$ cat src/rtl/v3a_queue.sv
// v3a_queue: short first-in first-out queue between front and back end
// depends on nothing but its parameters

module v3a_queue #(
  parameter int unsigned W     = 8,
  parameter int unsigned DEPTH = 2
) (
  input  logic          clk_i,
  input  logic          rst_ni,
  input  logic          in_valid_i,
  output logic          in_ready_o,
  input  logic [W-1:0]  in_data_i,
  output logic          out_valid_o,
  input  logic          out_ready_i,
  output logic [W-1:0]  out_data_o
);

  localparam int unsigned PTR_W = (DEPTH > 1) ? $clog2(DEPTH) : 1;
  localparam int unsigned CNT_W = $clog2(DEPTH + 1);

  logic [W-1:0]     store_q [DEPTH];
  logic [PTR_W-1:0] wr_ptr_q, rd_ptr_q;
  logic [CNT_W-1:0] count_q;
  logic             push, pop;

  assign in_ready_o  = (count_q != CNT_W'(DEPTH));
  assign out_valid_o = (count_q != '0);
  assign out_data_o  = store_q[rd_ptr_q];
  assign push        = in_valid_i && in_ready_o;
  assign pop         = out_valid_o && out_ready_i;

  // pointers and fill count
  always_ff @(posedge clk_i or negedge rst_ni) begin
    if (!rst_ni) begin
      wr_ptr_q <= '0;
      rd_ptr_q <= '0;
      count_q  <= '0;
    end else begin
      if (push) begin
        wr_ptr_q <= (wr_ptr_q == PTR_W'(DEPTH - 1)) ? '0 : wr_ptr_q + 1'b1;
      end
      if (pop) begin
        rd_ptr_q <= (rd_ptr_q == PTR_W'(DEPTH - 1)) ? '0 : rd_ptr_q + 1'b1;
      end
      if (push && !pop) begin
        count_q <= count_q + 1'b1;
      end else if (pop && !push) begin
        count_q <= count_q - 1'b1;
      end
    end
  end

  // storage
  always_ff @(posedge clk_i) begin
    if (push) begin
      store_q[wr_ptr_q] <= in_data_i;
    end
  end

endmodule

$ cat config.mk
export PLATFORM = sky130hd
export DESIGN_NAME = v3a_queue
export DESIGN_NICKNAME = d
export VERILOG_FILES = /design/src/rtl/v3a_queue.sv
export SDC_FILE = /design/constraint.sdc
export NUM_CORES = 1
export LEC_CHECK = 0
export BUFFER_PORTS_ARGS = -buffer_cell sky130_fd_sc_hd__buf_4
export CAP_MARGIN = 20
export CORE_MARGIN = 3
export CORE_UTILIZATION = 44
export DETAILED_ROUTE_END_ITERATION = 10
export GPL_TIMING_DRIVEN = 1
export PLACE_DENSITY = 0.72
export SYNTH_ARGS = -nofsm -noshare
export SYNTH_HDL_FRONTEND = slang
export SYNTH_SLANG_ARGS = --single-unit
$ cat constraint.sdc
create_clock -name clk_i -period 1.41 [get_ports clk_i]
set_clock_uncertainty 0.05 [all_clocks]
set_input_delay 0.141 -clock clk_i [delete_from_list [all_inputs] [get_ports clk_i]]
set_output_delay 0.141 -clock clk_i [all_outputs]
set_load 0.005 [all_outputs]
# After elaboration in Yosys (flattened, before gate mapping)
# Memory sizes are Yosys's and may differ from the RTL's.
# Index checks and enable logic that the tools add are counted.
word_totals:
  mem_count: 1
  latchBits: 0
  input_bits: 12
  mem_bits_rw: 16
  out_inout_bits: 10
  ff_bits: 4
  rom_bits: 0
mem_list:
  columns: ["memory", "words", "width", "rd", "rd_ports_with_merged_regs", "wr", "line", "source"]
  rows:
  - ["store_q", 2, 8, 1, 0, 1, "21", "logic [W-1:0] store_q [DEPTH];"]
op_classes:
  mux: 6
  shifts: 0
  div: 0
  add_sub_neg: 4
  bitwise_logic: 0
  eq_ne: 1
  multipliers: 0
  reduce_logical: 8
  n_lt_le_gt_ge: 0
ops:
  columns: ["operator", "n"]
  rows:
  - ["1-bit logical AND", 4]
  - ["1-bit 2-to-1 mux", 4]
  - ["2-bit 2-to-1 mux", 2]
  - ["2-bit nonzero test", 2]
  - ["1-bit adder (second input constant)", 2]
  - ["2-bit by 1-bit adder with 2-bit output (second input constant)", 1]
  - ["1-bit logical NOT", 2]
  - ["2-bit != test (second input constant)", 1]
  - ["2-bit by 1-bit subtractor with 2-bit output (second input constant)", 1]

# Logic depth before layout (Yosys ltp)
logic_depth:
  word_depth: 6
  depth_mapped: 7
  mapped_depth_nobuf: 7

# Worst setup path before layout
# No wires, ideal clock.
synth_path:
  kind: "register -> register"
  startpoint: "reg count_q[0]"
  endpoint: "mem store_q[0][0] (enable)"
  setup_time_ns: 0.370
  n_path_buf: 0
  path_slack_ns: -0.010
  required_ns: 0.990
  arrival_time_ns: 1.000
  path_stages_with_launch: 4
  cell_sequence: "dfrtp_1 -> nand2b_4 -> nand2_1 -> nor2_1"
synth_between:
  elab_chain_len: 4
synth_rtl:
  columns: ["element", "line", "source"]
  rows:
  - ["from (decl)", "23", "logic [CNT_W-1:0] count_q;"]
  - ["from (signal assigned)", "46", "count_q <= count_q + 1'b1;"]
  - ["from (signal assigned)", "48", "count_q <= count_q - 1'b1;"]
  - ["2-bit != test", "26", "assign in_ready_o = (count_q != CNT_W'(DEPTH));"]
  - ["via in_ready_o", "11", "output logic in_ready_o,"]
  - ["1-bit logical AND", "29", "assign push = in_valid_i && in_ready_o;"]
  - ["1-bit 2-to-1 mux", "55", "if (push) begin"]
  - ["1-bit 2-to-1 mux (not written as such)", "56", "store_q[wr_ptr_q] <= in_data_i;"]
  - ["to (decl)", "21", null]
# The timed path passes the listed nets, and every way through them passes these cells.

# Final worst setup path
layout_path:
  startpoint: "reg rd_ptr_q"
  endpoint: "out out_data_o[4]"
layout_between:
  elab_chain_len: 1
layout_rtl:
  columns: ["element", "line", "source"]
  rows:
  - ["from (decl)", "22", "logic [PTR_W-1:0] wr_ptr_q, rd_ptr_q;"]
  - ["from (signal assigned)", "43", "rd_ptr_q <= (rd_ptr_q == PTR_W'(DEPTH - 1)) ? '0 : rd_ptr_q + 1'b1;"]
  - ["memory 2 x 8 bit", null, null]
  - ["to (decl)", "15", "output logic [W-1:0] out_data_o"]
# Every way passes these cells.

==> results.md <==
- The clock slew seen by the registers of the worst setup and hold paths is 110 ps.
- The final hold violation count came to 0.
- The number of top-level pins is 22.
- Setup repair after global routing could not meet its margin everywhere.
- The detailed router placed 506 vias in this run.
- The deepest clock path buffer count is 2.
- The number of maximum-capacitance constraint violations is 0.
- The final antenna-violating net count is 0.
- The library cell used as clock root buffer is sky130_fd_sc_hd__clkbuf_4.
- Dividing the detail-routed via count by the number of cells gives 4.478.
- The number of nets in the synthesized netlist is 56.
- The total negative slack is -484.1 ps.
- Net switching is 26.70% of the power.
- The type of origin of the critical path is a flop.
- In the global route stage, overall resource usage came out at 14.52%.
- Clock tree synthesis inserted a total of 3 buffers.
- Dividing the detail-routed wire length by the instance count gives 13.07 um.
- The leakage power figure is 0.5638 nW.
- At the pin with the least slew margin, the transition time is 198.5 ps.
- The antenna diode count is 0.
- The number of different library cells used by synthesis comes to 14.
- The H-tree depth reported by CTS is 1.
- The total length of routed wires is 1477 um.
- The library cell occupying the most area in the post-synthesis netlist is sky130_fd_sc_hd__edfxtp_1.
- For this run, design rule violations remaining after detail routing come to 0.
- Clock latency on the worst-skew pair, taken at its later pin, is 300 ps.
- Summing all multi-input logic gate instances after layout gives 252.7 um^2.
- The fraction of final layout cells sized beyond drive strength 1 is 61.80%.
- The area of the die is 0.002332 mm^2.
- Subtracting the final worst setup slack from the clock period gives 1476 ps.
- The checks that failed: setup timing.
- The worst-case IR drop observed on VDD is 1.810 mV.
- The floorplan row count is 14.
- The initial DRC count is 11.
- In this run the power spent charging and discharging nets is 0.0007081 W.
- Static timing analysis puts the maximum clock frequency at 677.4 MHz.
- The sort of element at the end of the critical path is a primary output.
- The critical path is of the flop to primary output type.
- In this run the register-to-register setup slack is -20 ps.
- The clock drives 20 sinks.
- Across all setup checks in the final design, the least slack found is -66.15 ps.
- The number of flip-flops and latches in the synthesized netlist is 20.
- Registers take 581.8 um^2.
- The layout has 82 filler cells.
- The effective utilization at floorplan is 49.37%.
- In this run the standard cell core region covers 0.001594 mm^2.
- Sequential cells were found to cover 73.77% of the synthesized design area.
- The portion of total power attributed to the clock network is 17.3%.
- The count of input and output buffers is 21.
- The post-synthesis instance area is 787.0 um^2.
- The net count of the finished layout is 103.
- The run finished, with violations left.
- The share of power burned in registers is 34.6%.
- The initial antenna violation count is 0.
- The first global-routing pass estimated 2187 um of wire.
- STA puts the critical path data required time at 1220 ps.
- STA puts the critical path data arrival time at 1290 ps.
- The minimum hold slack is 95.12 ps.
- The number of setup violations in the final report is 9.
- The count of final max-slew check failures is 0.
- The total power density per cell area is 2009 mW/mm^2.
- The average cell area after synthesis is 18.30 um^2.
- TritonCTS built the clock tree.
- From synthesis to final layout, the design area changed by 67.73%.
- The share of total power dissipated in combinational logic is 48.2%.
- Entering global routing, the biggest net connects 13 pins.
- The remaining global-route overflow is 0.
- The routability-driven placement congestion ratio is 0.6370.
- The die is 48.29 um tall.
- The setup slack after placement is -7.958 ps.
- The class of the most critical hold timing path is input pin to asynchronous set/reset pin.
- The portion of synthesized cell area occupied by the leading cell type is 61.05%.
- The design internal power is 0.001944 W.
- In this run the worst path has a maximum fanout of 4.
- Synthesis produced a netlist whose cell count is 43.
- By area the synthesized netlist is led by sky130_fd_sc_hd__edfxtp_1 (61%), sky130_fd_sc_hd__dfrtp_1 (13%), sky130_fd_sc_hd__mux2_2 (11%).
- In this run the tightest slew margin relative to its limit is 86.77%.
- The fraction of the cycle the final worst path needs is 104.7%.
- The number of iterations in the first detailed-routing pass is 3.
- The die is 48.29 um wide.
- The via count of the first global-routing pass was 509.
- During synthesis, Yosys emitted a total of 0 warnings.
- The total power is 0.002652 W.
logic make-up (layout without fill, tap and decap cells):
family	after synthesis	in the layout	synth area share, %
xor+xnor	5	5	5.565
buf+inv	2	48	1.112
flops	20	20	73.77
fa+ha+maj	1	1	1.590
mux	8	8	11.45
simple gates	7	7	6.518
layer usage:
metal,vias up,track usage (%),wire (um)
li1,246,-,-
met3,2,4.428,81
met4,0,7.527,14
met2,16,24.74,774
met1,242,16.18,606
met5,-,0,0
registers in the layout, indices dropped and copies added (netlist names):
register / cells
count_q: 2
rd_ptr_q: 1
store_q: 16
wr_ptr_q: 1
power by group through the flow:
| stage | Combinational, W | Clock [W] | Sequential (W) |
|---|---|---|---|
| 2_1_floorplan | 0.000462 | 0 | 0.000901 |
| 3_3_place_gp | 0.000780 | 0 | 0.000952 |
| 3_5_place_dp | 0.000796 | 0 | 0.000963 |
| 4_1_cts | 0.00109 | 0.000470 | 0.000901 |
| 5_1_grt | 0.00139 | 0.000501 | 0.000939 |
| 6_report | 0.00128 | 0.000458 | 0.000917 |
worst max-delay path, cell delays in order (launching register included):
cell	delay, ps
sky130_fd_sc_hd__dfrtp_2	440
sky130_fd_sc_hd__buf_6	140
sky130_fd_sc_hd__mux2_4	300
sky130_fd_sc_hd__buf_6	120
synthesized netlist by cell type, drive strengths merged:
cell / instances
buf: 1
nand2b: 1
and3: 1
xor2: 2
or2: 1
xnor2: 3
edfxtp: 16
dfrtp: 4
inv: 1
mux2: 8
nand2: 2
ha: 1
nor2: 2
final timing paths:
kind / start / cells after the start / end
max in group asynchronous: rst_ni / 2 / rd_ptr_q
min in group clk_i: out_ready_i / 4 / rd_ptr_q
hold reg to reg: wr_ptr_q / 1 / wr_ptr_q
hold / removal: rst_ni / 2 / wr_ptr_q
setup reg to reg: count_q[1] / 6 / count_q[1]
setup / recovery: rd_ptr_q / 3 / out_data_o[4]
layout make-up:
| type | instances | share of cell area (%) |
|---|---|---|
| clock buffer | 3 | 1.706 |
| sequential | 20 | 44.08 |
| clock inverter | 1 | 2.275 |
| tap | 24 | 2.275 |
| multi-input combinational | 21 | 19.15 |
| inverter | 1 | 0.2844 |
| timing repair buffer | 43 | 30.24 |
cell usage in the layout (no fill, tap or decap):
cell / instances
sky130_fd_sc_hd__buf_12: 1
sky130_fd_sc_hd__inv_2: 1
sky130_fd_sc_hd__nand2b_4: 1
sky130_fd_sc_hd__dfrtp_2: 1
sky130_fd_sc_hd__nor2_4: 1
sky130_fd_sc_hd__clkbuf_4: 3
sky130_fd_sc_hd__and3_2: 1
sky130_fd_sc_hd__buf_6: 11
sky130_fd_sc_hd__mux2_4: 7
sky130_fd_sc_hd__mux2_2: 1
sky130_fd_sc_hd__edfxtp_1: 16
sky130_fd_sc_hd__dlygate4sd3_1: 9
sky130_fd_sc_hd__xor2_1: 2
sky130_fd_sc_hd__nor2_1: 1
sky130_fd_sc_hd__dfrtp_1: 3
sky130_fd_sc_hd__nand2_4: 2
sky130_fd_sc_hd__xnor2_1: 3
sky130_fd_sc_hd__or2_4: 1
sky130_fd_sc_hd__buf_4: 22
sky130_fd_sc_hd__bufinv_16: 1
sky130_fd_sc_hd__ha_4: 1
repair_timing:
action	4_1_cts	5_1_grt
buffers inserted	8	1
setup endpoints to repair	9	25
hold endpoints to repair	20	0
resized for setup	8	20
pin swaps	4	4
hold buffers	9	0
per-stage QoR:
| stage | utilization (%) | area, um^2 | std cells |
|---|---|---|---|
| after floorplan | - | 789.5 | 43 |
| after global placement | 63.66 | 1015 | 91 |
| after detailed placement | 63.66 | 1015 | 91 |
| after CTS | 77.87 | 1241 | 112 |
| after global routing | 82.81 | 1320 | 113 |
| final | 82.81 | 1320 | 113 |
Power figures use the tool's default switching activity.
