**config.mk**
```make
export PLATFORM = sky130hd
export DESIGN_NAME = v3a_sqrt
export DESIGN_NICKNAME = d
export VERILOG_FILES = /design/src/rtl/v3a_pkg.sv /design/src/rtl/v3a_sqrt.sv
export SDC_FILE = /design/constraint.sdc
export NUM_CORES = 2
export LEC_CHECK = 0
export BUFFER_PORTS_ARGS = -buffer_cell sky130_fd_sc_hd__buf_2
export CAP_MARGIN = 30
export CORE_ASPECT_RATIO = 0.9
export CORE_MARGIN = 1.5
export CORE_UTILIZATION = 50
export DETAILED_ROUTE_END_ITERATION = 10
export GPL_ROUTABILITY_DRIVEN = 0
export PLACE_DENSITY = 0.64
export SLEW_MARGIN = 40
export SYNTH_ARGS = -nofsm -noshare
export SYNTH_HDL_FRONTEND = slang
export SYNTH_SLANG_ARGS = --single-unit
```
**constraint.sdc**
```tcl
create_clock -name clk_i -period 5.05 [get_ports clk_i]
set_clock_uncertainty 0.1 [all_clocks]
set_input_delay 0.505 -clock clk_i [delete_from_list [all_inputs] [get_ports clk_i]]
set_output_delay 0.505 -clock clk_i [all_outputs]
set_load 0.01 [all_outputs]
```
**src/rtl/v3a_pkg.sv**
```systemverilog
// v3a_pkg: shared types, opcodes and helpers for the vector3_alu block
// no dependencies; used by every module of the block except v3a_queue

package v3a_pkg;

  localparam int unsigned DATA_W        = 32;
  localparam int unsigned EPS_W         = 16;
  localparam int unsigned OP_W          = 4;
  localparam int unsigned FRAC_BITS_DEF = 16;
  localparam int unsigned QUEUE_DEPTH   = 2;
  localparam int unsigned RAD_W         = 2 * DATA_W;

  localparam logic [EPS_W-1:0]    EPS_RESET    = 16'd1;
  localparam logic [2*EPS_W-1:0]  EPS_SQ_RESET = 32'd1;
  localparam logic [DATA_W-1:0]   WORD_MAX     = 32'h7fff_ffff;
  localparam logic [DATA_W-1:0]   WORD_MIN     = 32'h8000_0000;

  // opcodes
  localparam logic [OP_W-1:0] OP_ADD       = 4'd0;
  localparam logic [OP_W-1:0] OP_SUB       = 4'd1;
  localparam logic [OP_W-1:0] OP_NEG       = 4'd2;
  localparam logic [OP_W-1:0] OP_SCALE     = 4'd3;
  localparam logic [OP_W-1:0] OP_DIV       = 4'd4;
  localparam logic [OP_W-1:0] OP_CROSS     = 4'd5;
  localparam logic [OP_W-1:0] OP_DOT       = 4'd6;
  localparam logic [OP_W-1:0] OP_TRIPLE    = 4'd7;
  localparam logic [OP_W-1:0] OP_NORM      = 4'd8;
  localparam logic [OP_W-1:0] OP_NORMALIZE = 4'd9;
  localparam logic [OP_W-1:0] OP_PROJ      = 4'd10;
  localparam logic [OP_W-1:0] OP_EQ        = 4'd11;
  localparam logic [OP_W-1:0] OP_NE        = 4'd12;

  typedef logic [DATA_W-1:0] word_t;

  // classified item as it leaves the front end
  typedef struct packed {
    logic [OP_W-1:0]    opcode;
    word_t [2:0]        a;
    word_t [2:0]        c;
    word_t [5:0]        ma;
    word_t [5:0]        mb;
    word_t [2:0]        early;
    logic [2:0][15:0]   m16;
    logic               eq_big;
    word_t              den_mag;
    logic               den_neg;
    logic               err;
  } front_t;

  // partial results carried down the back end
  typedef struct packed {
    logic [OP_W-1:0]    opcode;
    word_t [2:0]        a;
    word_t [2:0]        vec;
    word_t              rs;
    logic               tt;
    logic               err;
    word_t              den_mag;
    logic               den_neg;
  } back_t;

  // saturate a wide signed value to 32 bits
  function automatic word_t sat32(input logic signed [67:0] v);
    if (v > 68'sd2147483647) begin
      return WORD_MAX;
    end else if (v < -68'sd2147483648) begin
      return WORD_MIN;
    end
    return v[DATA_W-1:0];
  endfunction

endpackage

```
**src/rtl/v3a_sqrt.sv**
```systemverilog
// v3a_sqrt: pipelined integer square root, one result bit per stage
// depends on v3a_pkg

module v3a_sqrt #(
  parameter int unsigned SIDE_W = 1
) (
  input  logic                          clk_i,
  input  logic                          rst_ni,
  input  logic                          en_i,
  input  logic                          in_valid_i,
  input  logic [v3a_pkg::RAD_W-1:0]     rad_i,
  input  logic [SIDE_W-1:0]             side_i,
  output logic                          out_valid_o,
  output v3a_pkg::word_t                root_o,
  output logic [SIDE_W-1:0]             side_o
);

  localparam int unsigned RW     = v3a_pkg::RAD_W;
  localparam int unsigned QW     = RW / 2;
  localparam int unsigned STAGES = QW + 1;

  logic [STAGES-1:0] valid_q;
  logic [RW-1:0]     rem_q  [STAGES];
  logic [QW-1:0]     root_q [STAGES];
  logic [SIDE_W-1:0] side_q [STAGES];

  // valid chain
  always_ff @(posedge clk_i or negedge rst_ni) begin
    if (!rst_ni) begin
      valid_q <= '0;
    end else if (en_i) begin
      valid_q <= {valid_q[STAGES-2:0], in_valid_i};
    end
  end

  // input stage
  always_ff @(posedge clk_i) begin
    if (en_i) begin
      rem_q[0]  <= rad_i;
      root_q[0] <= '0;
      side_q[0] <= side_i;
    end
  end

  // one root bit per stage, highest first
  for (genvar j = 0; j < QW; j++) begin : g_step
    localparam int unsigned K = QW - 1 - j;
    logic [RW+1:0] trial;
    logic          take;

    assign trial = ((RW+2)'(root_q[j]) << (K + 1)) + ((RW+2)'(1) << (2 * K));
    assign take  = (RW+2)'(rem_q[j]) >= trial;

    always_ff @(posedge clk_i) begin
      if (en_i) begin
        side_q[j+1] <= side_q[j];
        if (take) begin
          rem_q[j+1]  <= rem_q[j] - trial[RW-1:0];
          root_q[j+1] <= root_q[j] | (QW'(1) << K);
        end else begin
          rem_q[j+1]  <= rem_q[j];
          root_q[j+1] <= root_q[j];
        end
      end
    end
  end

  assign out_valid_o = valid_q[STAGES-1];
  assign root_o      = root_q[STAGES-1];
  assign side_o      = side_q[STAGES-1];

endmodule

```
# ---- Yosys cells after proc, flatten, opt, wreduce, memory -nomap -nowiden
# Memories as Yosys holds them, arrays and structs flattened.
# Index checks and enable logic that the tools add are counted.
dict set report word_totals {
  romBits 0
  ramBits 3201
  inputBits 69
  word_cells 422
  latchBits 0
  register_bits 33
  out_inout_bits 34
  mem_count 3
}
# memory depth width read_ports rd_clocked_by_memory_dff write_ports line
set memory_table {}
lappend memory_table {rem_q 33 64 32 0 33 v3a_sqrt.sv:23} ;# logic [RW-1:0] rem_q [STAGES];
lappend memory_table {root_q 33 32 33 0 33 v3a_sqrt.sv:24} ;# logic [QW-1:0] root_q [STAGES];
lappend memory_table {side_q 33 1 33 0 33 v3a_sqrt.sv:25} ;# logic [SIDE_W-1:0] side_q [STAGES];
dict set report op_classes {
  add_sub_neg 64
  n_eq_ne 0
  bitwise 64
  n_reduce_logical 0
  mux 258
  n_div 0
  order_cmp 32
  mul 0
  n_shift 0
}
# operator count
set ops {}
lappend ops {{$mux W64} 32}
lappend ops {{$mux W32} 32}
lappend ops {{$mux W1} 194}
lappend ops {{$sub A64 B64 Y64} 2}
lappend ops {{$add A64 B63 Y65 const B} 1}
lappend ops {{$ge A64 B65 Y1} 1}
lappend ops {{$add A63 B61 Y64 const B} 1}
lappend ops {{$ge A64 B34 Y1} 1}
lappend ops {{$ge A64 B35 Y1} 1}
lappend ops {{$ge A64 B36 Y1} 1}
lappend ops {{$ge A64 B37 Y1} 1}
lappend ops {{$ge A64 B38 Y1} 1}
lappend ops {{$ge A64 B39 Y1} 1}
lappend ops {{$ge A64 B40 Y1} 1}
lappend ops {{$ge A64 B41 Y1} 1}
lappend ops {{$ge A64 B42 Y1} 1}
lappend ops {{$ge A64 B43 Y1} 1}
lappend ops {{$ge A64 B44 Y1} 1}
lappend ops {{$ge A64 B45 Y1} 1}
lappend ops {{$ge A64 B46 Y1} 1}
lappend ops {{$ge A64 B47 Y1} 1}
lappend ops {{$ge A64 B48 Y1} 1}
lappend ops {{$ge A64 B49 Y1} 1}
lappend ops {{$ge A64 B50 Y1} 1}
lappend ops {{other kinds (75)} 138}

# ---- Depth between registers and ports, before layout
# An unclocked memory read counts as a cell.
dict set report depth {
  word_depth 7
  mapped_depth 14
}

# ---- Least setup slack after synthesis
# Ideal clock, no wire load.
dict set report synth_timing {
  kind {in2reg}
  from {input en_i}
  to {memory rem_q[31][0] (netlist bit), enable pin}
  stages 5
  setup_ns 0.487
  path_buffers 5
  path_slack_ns 0.336
  arrival_time_ns 4.126
  cell_sequence {clkbuf_1 -> clkbuf_1 -> clkbuf_1 -> clkbuf_1 -> clkbuf_1}
}
# element line
set synth_rtl {}
lappend synth_rtl {{start: declaration} v3a_sqrt.sv:9} ;# input logic en_i,
lappend synth_rtl {{end: declaration} v3a_sqrt.sv:23}

==> impl_metrics.ini <==
[drt]
drt_wl_total_um = 294000
drt-pass1-iter-count = 6
drt_iter0_markers = 9084
via_per_inst = 5.85
via_count = 80892
wl_per_cell_um = 21.2
drc = 0
ant_nets = 0

[sta]
layout_min_cycle_time_ps = 4570
worstMarginPinSlew_ps = 893
slew_headroom = 0.398
finalCritPeriodShare = 0.904
max_freq_mhz = 219
hold_viol = 0
finalSetupViolations = 0
slew_violations = 0
setup_tns_ps = 0
finalWorstSetupSlack_ps = 483
rsz0062_at_grt = false

[yosys]
synthMuxAreaShare = 0.0106
synth-xor-area-share = 0.0613
ys_types = 88
synth_edf_count = 2609
netlist_area_um2 = 126000
ys.flop_type = edfxtp_1
synth_nets = 10598
yosysMostFrequentCell = edfxtp_1
ys_async_sr_fraction = 0.0125
ys_seq_area_frac = 0.629
ys_ff_latch = 2642
synth-simple-area-share = 0.123
ys_warn_count = 0
synth_top_family_by_area = simple AND/OR/NAND/NOR gates
syn_avg_cell_area_um2 = 12.6
synth-compound-area-share = 0.0920
synth_top_area_frac = 0.623
synth_fa_ha_area_frac = 0.0555
yosys.area.top_type = edfxtp_1
synthTopCellsByArea = edfxtp_1, ha_1, xnor2_1
synthCells = 9971
ys_top_cells_by_count = edfxtp_1, inv_1, nand2_1

[critical_path]
critPathMaxFanout = 8
r2r_end = rem_q[31][61]
slowest_stage = nor3b_1
crit_required_ps = 5490
cp.buffers_inverters = 1
rr_worst_depth = 11
critPathArrivalTime_ps = 5010
crit_type = register to register
start_kind = register
path_depth = 11
reg2reg_slack_ps = 480
r2r-start = root_q[30][20]
max_stage_delay_ps = 580
critPathCaptureType = register
critPathTopFamily = simple AND/OR/NAND/NOR gates
cp_cell_sequence = inv_1 > ha_1 > nand2_1 > nor3b_1 > nand4_1 > a21oi_1 > o311ai_0 > a21oi_1 > nand4_1 > nor4_1 > xor2_1

[cts]
cts_buffers = 283
cts.sinks = 2642
cts.clk_slew.worst_paths_ps = 60
cts_buffer_depth = 4
root_buffer = clkbuf_16
post_cts_buffers = 0
tritoncts = built
cts_resized = 0
ctsHtreeMaxLevel = 5
clk_latency_ps = 890

[power_and_ir_drop]
swShare = 0.287
clkPwrFrac = 0.324
pwr-share-comb = 0.200
p_leak_nw = 52.6
powerDensity_nw_per_um2 = 444
switchingPower_w = 0.0179
p_seq_frac = 0.476
peakVddDrop_mv = 0.302
intPower_w = 0.0445

[outcome]
status = finished, final reports clean

[grt]
grt_pass1_vias = 77088
grt_pass1_wl_um = 450000
gr-total-overflow = 0
grt_max_degree = 162
grt_usage = 0.225
antenna_found_initial = 6

[final_layout]
drive_gt1_frac = 0.0797
nFillCells = 20288
multiInputGateArea_um2 = 43300
final_core_util = 0.562
fin_nets = 10903
seqCellArea_um2 = 79200
area_growth_pct = 11.7
instances_no_fill = 13837
fin_area_um2 = 141000

[placement]
dp_cells = 13266
placed_cell_area_um2 = 131000
dp_slack_ps = 628
port_buffers = 102
place_hpwl_um = 217000

[floorplan]
num_io_pins = 103
die_h_um = 479
core_um2 = 250000
initial_utilization = 0.503
die_w_um = 532
die_area_um2 = 255000
rows = 174

[min_path]
holdCritStartpoint = en_i
whs_endpoint = rem_q[10][11]
hold_path_class = primary input to register
holdPathStages = 1

[run]
maxCapViolCount = 0
layer usage:
metal	wire, um	track usage
met1	130000	0.322
met2	133000	0.350
met3	24000	0.0490
met4	7330	0.0564
met5	13	0
cell type report:
cell class	count	share of cell area
Clock inverter	154	0.00998
Inverter	696	0.0186
Tap cell	3344	0.0298
Antenna cell	2	0.0000356
Sequential cell	2642	0.563
Timing Repair Buffer	274	0.0161
Multi-Input combinational cell	6379	0.308
Clock buffer	346	0.0539
cells in the final DEF (no fill, tap or decap), drive strengths merged, types with 199 or more instances in the layout:
cell type,n
nor4,353
clkbuf,346
nand3,199
o21ai,511
a21o,243
ha,558
nor3,268
nor2,582
xor2,414
inv,708
edfxtp,2609
buf,207
nand2,672
a21oi,549
xnor2,466
worst reg2reg max path, delay by kind of cell, from the launching register on:
| family | cells | cell delay [ps] |
|---|---|---|
| adders and majority gates | 1 | 420 |
| and+or+nand+nor | 5 | 1900 |
| buffers and inverters | 1 | 60 |
| AOI/OAI and AO/OA | 3 | 1300 |
| DFF | 1 | 380 |
| xor gates and xnor gates | 1 | 150 |
cell families (layout without fill, tap and decap cells):
group                      count (synthesis)  count (layout)
adders and majority gates                558             558
buffers and inverters                    950            1470
AOI/OAI and AO/OA                       1865            1865
xor gates and xnor gates                 880             880
DFF                                     2642            2642
muxes                                    120             120
other                                      0               2
and+or+nand+nor                         2956            2956
worst max path at each step:
stage / start / endpoint
4_1_cts: rem_q[23][19] / rem_q[24][63]
3_3_place_gp: rem_q[23][19] / rem_q[24][63]
2_1_floorplan: en_i / rem_q[31][0]
3_5_place_dp: rem_q[23][19] / rem_q[24][55]
6_report: root_q[30][20] / rem_q[31][61]
5_1_grt: rem_q[23][19] / rem_q[24][63]
power by group through the flow:
| stage | clock [W] | sequential [W] | combinational (W) |
|---|---|---|---|
| 6_report | 0.0202 | 0.0297 | 0.0124 |
| 5_1_grt | 0.0215 | 0.0299 | 0.0138 |
| 4_1_cts | 0.0206 | 0.0297 | 0.0122 |
| 3_5_place_dp | 0 | 0.0301 | 0.0121 |
| 3_3_place_gp | 0 | 0.0300 | 0.0118 |
| 2_1_floorplan | 0 | 0.0292 | 0.00921 |
sequential cells by signal, summed over array words and instances (netlist names):
register,cells
side_q,33
root_q,528
valid_q,33
rem_q,2048
per-stage QoR:
step	hold WS, ps	power, W
5_1_grt	38.0	0.0652
3_5_place_dp	306	0.0422
2_1_floorplan	109	0.0384
6_report	81.6	0.0623
3_3_place_gp	302	0.0419
4_1_cts	63.1	0.0625
timing repair:
action,4_1_cts,5_1_grt
hold buffers,67,0
hold endpoints to repair,99,0
setup endpoints to repair,0,0
No activity file was read; power rests on OpenSTA's default activity.
