**config.mk**
```make
export PLATFORM = sky130hd
export DESIGN_NAME = v3a_front
export DESIGN_NICKNAME = d
export VERILOG_FILES = /design/src/rtl/v3a_pkg.sv /design/src/rtl/v3a_front.sv
export SDC_FILE = /design/constraint.sdc
export NUM_CORES = 2
export LEC_CHECK = 0
export BUFFER_PORTS_ARGS = -buffer_cell sky130_fd_sc_hd__buf_4
export CORE_AREA = 2 2 425 427
export CTS_CLUSTER_SIZE = 10
export DETAILED_ROUTE_END_ITERATION = 12
export DIE_AREA = 0 0 427 429
export GPL_TIMING_DRIVEN = 0
export HOLD_SLACK_MARGIN = 0.12
export MAX_ROUTING_LAYER = met4
export PLACE_DENSITY = 0.53
export SLEW_MARGIN = 20
export SYNTH_ARGS = -nofsm -noshare
export SYNTH_HDL_FRONTEND = slang
export SYNTH_SLANG_ARGS = --single-unit
```
**constraint.sdc**
```tcl
create_clock -name clk_i -period 16.45 [get_ports clk_i]
set_input_delay 2.4675 -clock clk_i [delete_from_list [all_inputs] [get_ports clk_i]]
set_output_delay 2.4675 -clock clk_i [all_outputs]
set_load 0.05 [all_outputs]
```
**src/rtl/v3a_pkg.sv**
```systemverilog
// v3a_pkg: shared types, opcodes and helpers for the vector3_alu block
// no dependencies; used by every module of the block except v3a_queue

package v3a_pkg;

  localparam int unsigned DATA_W        = 32;
  localparam int unsigned EPS_W         = 16;
  localparam int unsigned OP_W          = 4;
  localparam int unsigned FRAC_BITS_DEF = 16;
  localparam int unsigned QUEUE_DEPTH   = 2;
  localparam int unsigned RAD_W         = 2 * DATA_W;

  localparam logic [EPS_W-1:0]    EPS_RESET    = 16'd1;
  localparam logic [2*EPS_W-1:0]  EPS_SQ_RESET = 32'd1;
  localparam logic [DATA_W-1:0]   WORD_MAX     = 32'h7fff_ffff;
  localparam logic [DATA_W-1:0]   WORD_MIN     = 32'h8000_0000;

  // opcodes
  localparam logic [OP_W-1:0] OP_ADD       = 4'd0;
  localparam logic [OP_W-1:0] OP_SUB       = 4'd1;
  localparam logic [OP_W-1:0] OP_NEG       = 4'd2;
  localparam logic [OP_W-1:0] OP_SCALE     = 4'd3;
  localparam logic [OP_W-1:0] OP_DIV       = 4'd4;
  localparam logic [OP_W-1:0] OP_CROSS     = 4'd5;
  localparam logic [OP_W-1:0] OP_DOT       = 4'd6;
  localparam logic [OP_W-1:0] OP_TRIPLE    = 4'd7;
  localparam logic [OP_W-1:0] OP_NORM      = 4'd8;
  localparam logic [OP_W-1:0] OP_NORMALIZE = 4'd9;
  localparam logic [OP_W-1:0] OP_PROJ      = 4'd10;
  localparam logic [OP_W-1:0] OP_EQ        = 4'd11;
  localparam logic [OP_W-1:0] OP_NE        = 4'd12;

  typedef logic [DATA_W-1:0] word_t;

  // classified item as it leaves the front end
  typedef struct packed {
    logic [OP_W-1:0]    opcode;
    word_t [2:0]        a;
    word_t [2:0]        c;
    word_t [5:0]        ma;
    word_t [5:0]        mb;
    word_t [2:0]        early;
    logic [2:0][15:0]   m16;
    logic               eq_big;
    word_t              den_mag;
    logic               den_neg;
    logic               err;
  } front_t;

  // partial results carried down the back end
  typedef struct packed {
    logic [OP_W-1:0]    opcode;
    word_t [2:0]        a;
    word_t [2:0]        vec;
    word_t              rs;
    logic               tt;
    logic               err;
    word_t              den_mag;
    logic               den_neg;
  } back_t;

  // saturate a wide signed value to 32 bits
  function automatic word_t sat32(input logic signed [67:0] v);
    if (v > 68'sd2147483647) begin
      return WORD_MAX;
    end else if (v < -68'sd2147483648) begin
      return WORD_MIN;
    end
    return v[DATA_W-1:0];
  endfunction

endpackage

```
**src/rtl/v3a_front.sv**
```systemverilog
// v3a_front: accepts items, classifies them and selects multiplier and divider operands
// depends on v3a_pkg

module v3a_front (
  input  logic                         clk_i,
  input  logic                         rst_ni,
  input  logic                         in_valid_i,
  output logic                         in_ready_o,
  input  logic [v3a_pkg::OP_W-1:0]     opcode_i,
  input  v3a_pkg::word_t [2:0]         a_i,
  input  v3a_pkg::word_t [2:0]         b_i,
  input  v3a_pkg::word_t [2:0]         c_i,
  input  v3a_pkg::word_t               scalar_i,
  input  logic [v3a_pkg::EPS_W-1:0]    eps_i,
  output logic                         out_valid_o,
  input  logic                         out_ready_i,
  output v3a_pkg::front_t              out_o
);

  logic                  valid_q;
  v3a_pkg::front_t       f_d, f_q;
  logic signed [32:0]    diff;
  logic [32:0]           diff_mag;
  v3a_pkg::word_t        s_mag, az_mag;

  assign in_ready_o  = !valid_q || out_ready_i;
  assign out_valid_o = valid_q;
  assign out_o       = f_q;

  // classification and operand selection
  always_comb begin
    f_d        = '0;
    f_d.opcode = opcode_i;
    f_d.a      = a_i;
    f_d.c      = c_i;
    s_mag      = scalar_i[v3a_pkg::DATA_W-1] ? (-scalar_i) : scalar_i;
    az_mag     = a_i[2][v3a_pkg::DATA_W-1] ? (-a_i[2]) : a_i[2];
    diff       = '0;
    diff_mag   = '0;
    // component differences for the equality tests
    for (int i = 0; i < 3; i++) begin
      diff     = 33'($signed(a_i[i])) - 33'($signed(b_i[i]));
      diff_mag = diff[32] ? 33'(-diff) : 33'(diff);
      if (diff_mag[32:16] != '0) begin
        f_d.eq_big = 1'b1;
      end
      f_d.m16[i] = diff_mag[15:0];
    end
    unique case (opcode_i)
      v3a_pkg::OP_ADD: begin
        for (int i = 0; i < 3; i++) begin
          f_d.early[i] = v3a_pkg::sat32(68'($signed(a_i[i])) + 68'($signed(b_i[i])));
        end
      end
      v3a_pkg::OP_SUB: begin
        for (int i = 0; i < 3; i++) begin
          f_d.early[i] = v3a_pkg::sat32(68'($signed(a_i[i])) - 68'($signed(b_i[i])));
        end
      end
      v3a_pkg::OP_NEG: begin
        for (int i = 0; i < 3; i++) begin
          f_d.early[i] = v3a_pkg::sat32(-68'($signed(a_i[i])));
        end
      end
      v3a_pkg::OP_SCALE: begin
        for (int i = 0; i < 3; i++) begin
          f_d.ma[i] = a_i[i];
          f_d.mb[i] = scalar_i;
        end
      end
      v3a_pkg::OP_CROSS, v3a_pkg::OP_TRIPLE: begin
        f_d.ma[0] = a_i[1]; f_d.mb[0] = b_i[2];
        f_d.ma[1] = a_i[2]; f_d.mb[1] = b_i[1];
        f_d.ma[2] = a_i[2]; f_d.mb[2] = b_i[0];
        f_d.ma[3] = a_i[0]; f_d.mb[3] = b_i[2];
        f_d.ma[4] = a_i[0]; f_d.mb[4] = b_i[1];
        f_d.ma[5] = a_i[1]; f_d.mb[5] = b_i[0];
      end
      v3a_pkg::OP_DOT: begin
        for (int i = 0; i < 3; i++) begin
          f_d.ma[i] = a_i[i];
          f_d.mb[i] = b_i[i];
        end
      end
      v3a_pkg::OP_NORM, v3a_pkg::OP_NORMALIZE: begin
        for (int i = 0; i < 3; i++) begin
          f_d.ma[i] = a_i[i];
          f_d.mb[i] = a_i[i];
        end
      end
      v3a_pkg::OP_DIV: begin
        f_d.den_mag = s_mag;
        f_d.den_neg = scalar_i[v3a_pkg::DATA_W-1];
        f_d.err     = (scalar_i == '0) || (s_mag < v3a_pkg::word_t'(eps_i));
      end
      v3a_pkg::OP_PROJ: begin
        f_d.den_mag = az_mag;
        f_d.den_neg = a_i[2][v3a_pkg::DATA_W-1];
        f_d.err     = (az_mag <= v3a_pkg::word_t'(eps_i));
      end
      default: begin
      end
    endcase
  end

  // front register
  always_ff @(posedge clk_i or negedge rst_ni) begin
    if (!rst_ni) begin
      valid_q <= 1'b0;
    end else if (in_ready_o) begin
      valid_q <= in_valid_i;
    end
  end

  always_ff @(posedge clk_i) begin
    if (in_valid_i && in_ready_o) begin
      f_q <= f_d;
    end
  end

endmodule

```
======== After elaboration in Yosys (flattened, before gate mapping) ========
Cells that the tools add are included.
storage, ports and cells
  flip-flop bits (word level) ............. 728
  input bits .............................. 344
  output and inout port bits .............. 761
  word-level logic and storage cells ...... 153
cells by class
  $add $sub $neg .......................... 17
  magnitude comparators ................... 20
  eq/ne operators ......................... 10
  muxes and demuxes ....................... 64
  reduce and logical (&&, ||, !) cells .... 13
operator list
  kind                                                                             count
  32-bit two-way mux                                                               29
  96-bit case mux with 4 select lines                                              1
  96-bit case mux with 3 select lines                                              1
  68-bit by 32-bit > comparator with 1-bit output (second input constant)          3
  68-bit by 32-bit less-than comparator with 1-bit output (second input constant)  3
  32-bit negation with 68-bit output                                               3
  33-bit by 32-bit > comparator with 1-bit output (second input constant)          6
  33-bit by 32-bit less-than comparator with 1-bit output (second input constant)  6
  32-bit by 32-bit subtractor with 33-bit output                                   6
  96-bit case mux with 2 select lines                                              1
  32-bit by 32-bit adder with 33-bit output                                        3
  33-bit two-way mux                                                               3
  33-bit negation                                                                  3
  34-bit case mux with 2 select lines                                              1
  32-bit negation                                                                  2
  17-bit nonzero test                                                              3
  32-bit by 16-bit <= comparator with 1-bit output                                 1
  32-bit zero test                                                                 1
  32-bit by 16-bit less-than comparator with 1-bit output                          1
  1-bit two-way mux                                                                28
  4-bit by 3-bit == test with 1-bit output (second input constant)                 4
  4-bit == test (second input constant)                                            3
  4-bit by 2-bit == test with 1-bit output (second input constant)                 2
  2-bit OR reduction                                                               3
  other kinds (6)                                                                  7

======== Longest topological paths before layout ========
  depth in word-level cells ............... 7
  gate-level depth with buffers ........... 20

======== Worst setup path after synthesis ========
OpenSTA, ideal clock, no wires.
  path type ............................... in2reg
  start ................................... in out_ready_i
  end ..................................... reg f_q (netlist bit out_o[0]), enable pin
  arrival time ............................ 19,321 ps
  required time ........................... 15,263 ps
  path slack .............................. -4,058 ps
  stages .................................. 2
  path through ............................ nand2b_1 and2_1
on the way
  cells in the longest elaborated chain, start to end .. 2
RTL lines
  what                  RTL line          source
  from (decl)           v3a_front.sv:16   input logic out_ready_i,
  1-bit logical OR      v3a_front.sv:26   assign in_ready_o = !valid_q || out_ready_i;
  1-bit logical AND     v3a_front.sv:116  if (in_valid_i && in_ready_o) begin
  to (signal assigned)  v3a_front.sv:117  f_q <= f_d;
  to (decl)             v3a_front.sv:21   v3a_pkg::front_t f_d, f_q;
Every way passes these cells.
A chain may end at the register's enable or synchronous reset.

==> run_results.csv <==
group,metric,value,unit
pwr,cellLeakagePower,0.02516,uW
logic_synthesis,yosysUniqueCellTypes,115,
run_status,outcome,"completed",
critical_path,cp-end-kind,"register",
floorplan,die_y,429,microns
min_path,min_to,"out_valid_o$_DFFE_PN0N_",
floorplan,die_w,427,microns
pwr,clkPwrFrac,31.1,%
clock_network,cts_resized,0,
pwr,intPower,3874,uW
pwr,sw_frac_of_total,38.35,%
critical_path,r2r_setup_slack,13570,ps
min_path,holdPathStages,2,
timing,slew_viol_final,0,
logic_synthesis,synth_area_leader_cell,"edfxtp_1",
global_route,antenna_found_initial,35,
clock_network,postCtsHoldBufs,0,
logic_synthesis,synth_seq_cells,728,
logic_synthesis,syn-cell-area,46430,sq um
timing,fmax,0.1144,GHz
placed_design,place_area,58250,sq um
timing,hold_viol,0,
floorplan,dieArea,183200,sq um
clock_network,worstSkewPairLatency,800,ps
logic_synthesis,synth_edf_count,727,
timing,finalHoldWorstSlack,554.4,ps
finish,area_growth,31.64,%
pwr,p_seq_share,35.9,%
global_route,grt_pass1_wl,385700,microns
logic_synthesis,synth_nets,5209,
floorplan,num_io_pins,1105,
global_route,grt-ovfl-total,0,
clock_network,htreeDepth,3,
clock_network,numCtsBuffers,92,
logic_synthesis,synth_sequential_area_ratio,47.07,%
min_path,hold_path.class,"reg2reg",
finish,seq_area,21860,sq um
logic_synthesis,synth.area.top_cells,"edfxtp_1 (47%), ha_1 (6.5%), xnor2_1 (4.1%), o21ai_0 (4.0%), nor2_1 (2.6%)",
timing,rsz0062_at_grt,"no",
finish,multiInputGateArea,22340,sq um
min_path,hold_start,"out_valid_o$_DFFE_PN0N_",
timing,tns,0,ps
placed_design,port_buffers,1102,
clock_network,cts_tree,"yes",
clock_network,path_clk_slew,60,ps
logic_synthesis,synth-warning-count,0,
placed_design,dp.final_hpwl,243000,microns
pwr,p_comb_share,33.1,%
critical_path,start_kind,"primary input",
job,maxCapViolCount,0,
pwr,p_sw,2409,uW
logic_synthesis,yosysTopAreaCellShare,47.02,%
critical_path,r2r-start,"out_valid_o$_DFFE_PN0N_",
pwr,p_per_area,102.8,nW/um^2
clock_network,cts_root_buf,"clkbuf_16",
critical_path,r2r_cells,7,
clock_network,postCtsSetupRepairBufs,0,
drt,drt-initial-drc-count,5417,
placed_design,place_congestion,1.028,
floorplan,placementRows,155,
logic_synthesis,syn_inst,4619,
drt,wl_per_cell,35.86,microns
timing,period_needed,8742,ps
logic_synthesis,synthArstFlopShare,0.1374,%
critical_path,worstSetupPathType,"in2reg",
logic_synthesis,syn_area_per_cell,10.05,sq um
finish,num-fill-cells,18370,
floorplan,core,178000,sq um
drt,drtAntennaViolNets,0,
pwr,ir_drop,0.08543,mV
drt,drcViolationCount,0,
drt,via_per_inst,5.558,
clock_network,clock_path_buffers,3,
drt,dr_total_vias,45910,
global_route,grt_usage,31.93,%
global_route,grt_pass1_vias,43190,
finish,drive_gt1_share,23.92,%
finish,fin_nets,6428,
global_route,grt_max_degree,60,
finish,layout.cells.non_filler,8259,
pwr,p_total,6283,uW
drt,totalWireLength,296100,microns
timing,worstMarginPinSlew,1346,ps
timing,final.setup_skew,64.72,ps
finish,fin_area,61120,sq um
timing,relSlewSlack,10.25,%
critical_path,path_max_fanout,10,
floorplan,initial_core_util,26.08,%
placed_design,placed_cells_incl_taps,8099,
logic_synthesis,ys.flop_type,"edfxtp_1",
drt,first_pass_iters,5,
critical_path,critical_path_arrival,9290,ps
clock_network,cts_num_sinks,728,
timing,setup_viol,0,
timing,post-route-period-util,53.14,%
critical_path,cp_data_required_time,17000,ps
critical_path,rr_endpoint,"out_o[652]$_DFFE_PP_",
==> registers in the layout, summed over array words and instances, names as in the netlist <==
name and cells:
out_o 727, out_valid_o 1
==> how the worst max path moves through the flow <==
stage	start	to	slack [ps]	cells after the start
after floorplan	out_ready_i	out_o[0]$_DFFE_PP_	4060	2
after global placement	out_ready_i	out_o[101]$_DFFE_PP_	-150	3
after detailed placement	a_i[64]	out_o[164]$_DFFE_PP_	7410	20
after CTS	a_i[64]	out_o[164]$_DFFE_PP_	8210	20
after global routing	a_i[64]	out_o[164]$_DFFE_PP_	7670	20
final	a_i[64]	out_o[164]$_DFFE_PP_	7710	20
==> per-stage QoR <==
| stage | utilization (%) | worst slack, ps |
|---|---|---|
| after floorplan | - | 4061 |
| after global placement | 32.38 | -147.7 |
| after detailed placement | 32.72 | 7411 |
| after CTS | 34.28 | 8207 |
| after global routing | 34.32 | 7674 |
| final | 34.33 | 7708 |
==> cell usage after synthesis, drive strengths merged (112+ instances only) <==
| cell type | n |
|---|---|
| nand2 | 320 |
| and3 | 183 |
| ha | 240 |
| o21ai | 378 |
| inv | 235 |
| xnor2 | 217 |
| nor3 | 126 |
| a21oi | 243 |
| nor2 | 322 |
| edfxtp | 727 |
| nand3 | 112 |
| clkbuf | 219 |
==> cells by family after synthesis <==
family | count (synthesis) | synth area share, %
xor gates and xnor gates | 324 | 6.112
buffers and inverters | 547 | 4.967
and+or+nand+nor | 1470 | 16.25
muxes | 11 | 0.2399
AOI/OAI and AO/OA | 1293 | 18.63
adders and majority gates | 246 | 6.727
DFF | 728 | 47.07
==> per-layer routing <==
metal | global-route usage [%] | share of wire [%]
met5 | - | 0
met4 | 21.58 | 8.3
met3 | 5.866 | 7.6
met2 | 50.18 | 46
met1 | 37.00 | 38
==> critical path, cell delays in order <==
cell,delay (ps)
buf_4,340
inv_1,490
ha_1,400
inv_1,70
fa_1,280
a211oi_1,160
or3_4,450
and3_1,170
buf_6,140
a211oi_1,550
o21ai_0,210
xnor2_1,780
and3_1,270
nand3_1,70
nor4_1,370
nand4_1,150
a21oi_1,690
clkbuf_1,550
o21ai_0,390
o2111ai_1,260
==> power by group through the flow <==
stage / Clock, uW / Combinational (uW) / Sequential [uW]
after floorplan: 0 / 767 / 2720
after global placement: 0 / 2020 / 2350
after detailed placement: 0 / 2040 / 2290
after CTS: 2000 / 2040 / 2250
after global routing: 2050 / 2150 / 2260
final: 1950 / 2080 / 2250
==> layout make-up <==
class                           instances  share of cell area, %
Clock buffer                          105                  3.916
Clock inverter                         30                 0.6121
Multi-Input combinational cell       3344                  36.56
Sequential cell                       728                  35.76
Timing Repair Buffer                 1125                  14.43
Buffer                                309                  2.338
Inverter                              238                  1.462
Tap cell                             2355                  4.821
Antenna cell                           25                 0.1024
==> placed cells by master (no fill, tap or decap), types with 94 or more instances in the layout <==
cell type / n
edfxtp_1: 727
inv_1: 233
and3_1: 181
o21ai_0: 366
a21oi_1: 241
nand3_1: 112
clkbuf_1: 215
nor2_1: 322
ha_1: 240
buf_4: 1142
xnor2_1: 216
xor2_1: 107
nor3_1: 122
nand2_1: 320
clkbuf_16: 94
(Power assumes the default switching activity.)
